`config.mk`:
```
export PLATFORM = sky130hd
export DESIGN_NAME = akct_queue
export DESIGN_NICKNAME = d
export VERILOG_FILES = /design/src/hw/rtl/address_keyed_count_table_unit_assert.svh /design/src/hw/rtl/akct_pkg.sv /design/src/hw/rtl/akct_queue.sv
export SDC_FILE = /design/constraint.sdc
export NUM_CORES = 1
export LEC_CHECK = 0
export BUFFER_PORTS_ARGS = -buffer_cell sky130_fd_sc_hd__buf_4
export CORE_MARGIN = 3
export CORE_UTILIZATION = 52
export CTS_CLUSTER_SIZE = 14
export DETAILED_ROUTE_END_ITERATION = 6
export PLACE_DENSITY = 0.79
export REMOVE_ABC_BUFFERS = 1
export SYNTH_ARGS = -nofsm -noshare
export SYNTH_HDL_FRONTEND = slang
export SYNTH_SLANG_ARGS = --single-unit
export TNS_END_PERCENT = 1
```
`constraint.sdc`:
```
create_clock -name clock -period 4.3 [get_ports clock]
set_input_delay 0.86 -clock clock [delete_from_list [all_inputs] [get_ports clock]]
set_output_delay 0.86 -clock clock [all_outputs]
set_load 0.01 [all_outputs]
```
`src/hw/rtl/address_keyed_count_table_unit_assert.svh`:
```
// Assertion macros for the count table unit.
`ifndef ADDRESS_KEYED_COUNT_TABLE_UNIT_ASSERT_SVH
`define ADDRESS_KEYED_COUNT_TABLE_UNIT_ASSERT_SVH
`ifndef ASSERT_OFF
`define AKCT_ASSERT_IMP(label, clk, rst, ante, cons, msg) \
   label: assert property (@(posedge clk) disable iff (rst) (ante) |-> (cons)) else $error(msg);
`define AKCT_ASSERT_NXT(label, clk, rst, ante, cons, msg) \
   label: assert property (@(posedge clk) disable iff (rst) (ante) |=> (cons)) else $error(msg);
`else
`define AKCT_ASSERT_IMP(label, clk, rst, ante, cons, msg)
`define AKCT_ASSERT_NXT(label, clk, rst, ante, cons, msg)
`endif
`endif

```
`src/hw/rtl/akct_pkg.sv`:
```
`default_nettype none
package akct_pkg;
   localparam int unsigned DefaultBuckets = 256;
   localparam int unsigned DefaultWays = 4;
   localparam logic [1:0] STATUS_OK = 2'd0;
   localparam logic [1:0] STATUS_ZERO_ADDRESS = 2'd1;
   localparam logic [1:0] STATUS_CONFLICT = 2'd2;
   localparam logic [1:0] STATUS_FULL = 2'd3;
   localparam logic KIND_RECORD = 1'b0;
   localparam logic KIND_QUERY = 1'b1;

   typedef struct packed {
      logic        kind;
      logic [63:0] address;
      logic [7:0]  length;
      logic [31:0] increment;
   } req_type;

   typedef struct packed {
      logic        found;
      logic [7:0]  stored_length;
      logic [31:0] stored_count;
      logic [1:0]  status;
   } rsp_type;
endpackage
`default_nettype wire

```
`src/hw/rtl/akct_queue.sv`:
```
`default_nettype none
// Two-entry queue between the front and the back part.
module akct_queue
   import akct_pkg::*;
(
   input  wire logic    clock,
   input  wire logic    reset,
   input  wire logic    in_valid,
   output logic         in_ready,
   input  wire req_type in_word,
   output logic         out_valid,
   input  wire logic    out_ready,
   output req_type      out_word
);
   req_type    slot_ff [2];
   logic       rd_ptr_ff, rd_ptr_in, wr_ptr_ff, wr_ptr_in;
   logic [1:0] fill_ff, fill_in;
   logic       push, pop;

   assign in_ready  = (fill_ff != 2'd2);
   assign out_valid = (fill_ff != 2'd0);
   assign out_word  = slot_ff[rd_ptr_ff];
   assign push = in_valid && in_ready;
   assign pop  = out_valid && out_ready;

   // Pointer and fill bookkeeping.
   always_comb begin
      rd_ptr_in = rd_ptr_ff ^ pop;
      wr_ptr_in = wr_ptr_ff ^ push;
      fill_in   = fill_ff + {1'b0, push} - {1'b0, pop};
   end

   always_ff @(posedge clock) begin
      if (reset) begin
         rd_ptr_ff <= 1'b0;
         wr_ptr_ff <= 1'b0;
         fill_ff   <= 2'd0;
      end else begin
         rd_ptr_ff <= rd_ptr_in;
         wr_ptr_ff <= wr_ptr_in;
         fill_ff   <= fill_in;
      end
   end

   always_ff @(posedge clock) begin
      if (push) slot_ff[wr_ptr_ff] <= in_word;
   end
endmodule
`default_nettype wire

```
== After elaboration in Yosys (flattened, before gate mapping) ==
Memories as Yosys holds them, arrays and structs flattened. A register that Yosys moved wholly into a read port is not among the register bits.
Index checks and enable logic that the tools add are counted.

* $add $sub $neg: 2
* Eq/ne operators: 1
* Mux-type cells: 3
* Bitwise gates (word level): 2
* Reductions and logical operators: 3

{| class="wikitable"
|+ Operators by type and width
! kind !! count
|-
| $mux W1 || 3
|-
| $add A2 B1 Y2 || 1
|-
| $logic_and A1 B1 Y1 || 2
|-
| $ne A2 B2 Y1 const B || 1
|-
| $reduce_bool A2 Y1 || 1
|-
| $sub A2 B1 Y2 || 1
|-
| $xor A1 B1 Y1 || 2
|}

* Bits in registers: 4
* RAM bits: 210
* Output and inout bits: 107
* Logic and storage cells: 15
* Memories: 1

{| class="wikitable"
|+ Memories
! name !! words !! width !! read ports !! clocked after memory_dff !! write ports !! line !! text
|-
| slot_ff || 2 || 105 || 1 || 1 || 1 || akct_queue.sv:15 || <nowiki>req_type slot_ff [2];</nowiki>
|}

== Depth between registers and ports, before layout ==
* Depth in word-level cells: 4
* Gate-level depth with buffers: 6
* Gate-level depth less buffers: 6

== Worst setup path before layout ==
OpenSTA, ideal clock, no wires.

* Path type: input-to-reg
* Start point: in in_valid
* End point: mem slot_ff[0][0] (netlist name) (enable)
* Data arrival time: 3,447 ps
* Data required time: 3,824 ps
* Path slack: 377 ps
* Cell stages on the path: 2
* Buffers on the path: 0
* Cells stage by stage: and2_1 -> ha_1

* Cells in the longest elaborated chain, start to end: 3

{| class="wikitable"
|+ Ends and longest elaborated chain
! item !! line !! text
|-
| start, declared || akct_queue.sv:8 || <nowiki>input wire logic in_valid,</nowiki>
|-
| $logic_and A1 B1 Y1 || akct_queue.sv:23 || <nowiki>assign push = in_valid && in_ready;</nowiki>
|-
| $mux W1 || akct_queue.sv:46 || <nowiki>if (push) slot_ff[wr_ptr_ff] <= in_word;</nowiki>
|-
| $mux W1 (implied by the code) || akct_queue.sv:46 ||
|-
| end, declared || akct_queue.sv:15 ||
|}

No other way between the ends.

==> flow_summary.ini <==
[place]
detailed_place_hpwl_mm = 10.2
place_ws_ps = 1540
gp_congestion = 0.735
portBuffers = 215

[grt]
antenna_found_initial = 0
grt_start_max_net_pins = 63
first_global_vias = 4215
grt_pass1_wl_mm = 22.6
grt-ovfl-total = 0
track_usage = 0.172

[power_and_ir_drop]
peakVddDrop_v = 0.000375
fin_total_pwr_w = 0.00593
powerDensity_nw_per_um2 = 564
p_leak_nw = 4.02

[clock_network]
root_buffer = clkbuf_16
clkTransAtPathRegs_ps = 60
cts.sinks = 214
cts-buffers-inserted = 22
htree_levels = 1
cts_resized = 0
cts_hold_buffers = 0
cts_buffer_depth = 3
cts_tree = built
postCtsSetupBuffers = 0
clkLatencyLatePin_ps = 480

[synthesis]
synth_compound_gate_area_share = 0.00455
synth_mux_area_frac = 0.169
yosysTopAreaCellShare = 0.791
avgSynthCellArea_sq_um = 22.5
yosys.area.top_type = edfxtp_1
synth-warning-count = 0
synth_top_family_by_area = multiplexers
yosys.area_share.adder = 0.00314
ys_seq_area_frac = 0.801
synth_xor_area_frac = 0.00110
synth-simple-area-share = 0.00848
postSynthCellCount = 354
synth.distinct_cells = 21
synthTopCellsByArea = edfxtp_1 79%, mux2_2 9.2%, mux2_4 7.5%, dfxtp_1 1.0%, buf_6 0.85%
synth-seq-cells = 214
netlist_area_sq_um = 7970

[final_layout]
area_growth_pct = 31.9
seq_area_sq_um = 6390
layout-drive-gt1-share = 0.600
num_antenna_cells = 0
fill_cells = 917
multiInputGateArea_sq_um = 1500
nets = 700

[drt]
post-route-drc-count = 0
wl_per_cell_um = 19.2
wl_mm = 15.1
drtIter0Drc = 256
ant_nets = 0
firstDrtPassIters = 4
viasPerCell = 5.14
num_vias = 4045

[critical_path]
setup.worst_path.class = register to primary output
critPathMaxFanout = 43
required_ps = 3440
cp.arrival_ps = 2360
end_kind = primary output
startpoint_type = register

[floorplanning]
die_area_sq_um = 16800
num_rows = 44
initial_core_util = 0.540
chipHeight_um = 130
core_sq_um = 14800
fp.dieW_um = 130
io_pins = 216

[timing]
clock_skew_ps = 6.85
rsz0062_at_grt = false
timing.slew.headroom = 0.419
fin_tns_setup_ps = 0
fmax_ghz = 0.311
finalCriticalPeriod_ps = 3220
timing.final.crit_share = 0.748
setup_viol = 0
layout_setup_ws_ps = 1080
slew_viol_final = 0
worst_pin_slew_ps = 871
finalHoldViolCount = 0

[job]
drv_cap = 0

[run_status]
status = finished clean

[min_path]
hold_class = primary input to register
## cells in the final DEF (no fill, tap or decap), drive strengths merged
| cell | synthesis | layout |
|---|---|---|
| buf | 12 | 223 |
| edfxtp | 210 | 210 |
| mux2 | 106 | 106 |
| clkbuf | 0 | 29 |
| clkinv | 0 | 6 |
| nor2 | 5 | 5 |
| dfxtp | 4 | 4 |
| nor2b | 3 | 3 |
| bufinv | 0 | 3 |
| o21ai | 2 | 2 |
| ha | 2 | 2 |
| or2 | 1 | 1 |
| nand2b | 1 | 1 |
| inv | 1 | 1 |
| and2 | 1 | 1 |
| a211oi | 1 | 1 |
| nand3 | 1 | 1 |
| and3 | 1 | 1 |
| xor2 | 1 | 1 |
| a21bo | 1 | 1 |
| a32oi | 1 | 1 |
## registers in the layout, indices dropped and copies added, names as in the netlist
name	count
fill_ff	2
wr_ptr_ff	1
slot_ff	210
rd_ptr_ff	1
## where the power goes
part | switching (W) | leakage, nW | internal, W
Combinational | 0.000594 | 1.67 | 0.000759
Clock | 0.000718 | 0.352 | 0.00115
Sequential | 0.000119 | 2.00 | 0.00258
Total | 0.00143 | 4.02 | 0.00450
## kinds of logic after synthesis
group,count (synthesis)
DFF,214
muxes,106
buffers and inverters,13
and+or+nand+nor,13
AOI/OAI and AO/OA,5
adders and majority gates,2
xor gates and xnor gates,1
## final timing paths
check | slack, ps | cells after the start | startpoint | end
worst max register to register | 1960 | 4 | fill_ff[0]$_SDFF_PP0_ | slot_ff[0][69]$_DFFE_PP_
worst min register to register | 610 | 3 | wr_ptr_ff$_SDFF_PP0_ | wr_ptr_ff$_SDFF_PP0_
worst min-delay path | 560 | 1 | in_word[25] | slot_ff[1][25]$_DFFE_PP_
worst max-delay path | 1080 | 3 | rd_ptr_ff$_SDFF_PP0_ | out_word[43]
## layout make-up
| cell class | instances | area share |
|---|---|---|
| Timing Repair Buffer | 223 | 0.159 |
| Sequential cell | 214 | 0.608 |
| Inverter | 1 | 0.000357 |
| Clock buffer | 29 | 0.0569 |
| Tap cell | 184 | 0.0219 |
| Multi-Input combinational cell | 127 | 0.143 |
| Clock inverter | 9 | 0.0112 |
## per-layer routing
layer,up-vias,wire (um),global-route usage
met1,1994,5840,0.213
met4,0,171,0.0385
met3,14,1240,0.0483
met2,161,7840,0.303
met5,-,0,0
li1,1876,-,-
## worst max-delay path, cell delays in order, from the launching register on
cell	delay, ps
dfxtp_4	810
buf_4	490
mux2_2	400
buf_4	150
## Yosys cell counts
cell type	instances
a211oi_1	1
a21bo_1	1
a32oi_1	1
and2_1	1
and3_1	1
buf_2	6
buf_6	6
dfxtp_1	4
edfxtp_1	210
ha_1	2
inv_1	1
mux2_1	1
mux2_2	65
mux2_4	40
nand2b_1	1
nand3_1	1
nor2_1	5
nor2b_1	3
o21ai_0	2
or2_2	1
xor2_1	1
## stage by stage
stage                      util  instance area, sq um  hold slack (ps)  std cells
after floorplan               -                  7870              524        342
after global placement    0.664                  9800              581        749
after detailed placement  0.664                  9800              610        749
after CTS                 0.713                 10500              538        787
after global routing      0.713                 10500              535        787
final                     0.713                 10500              559        787
Note: power is estimated with default switching activity, not from simulation.
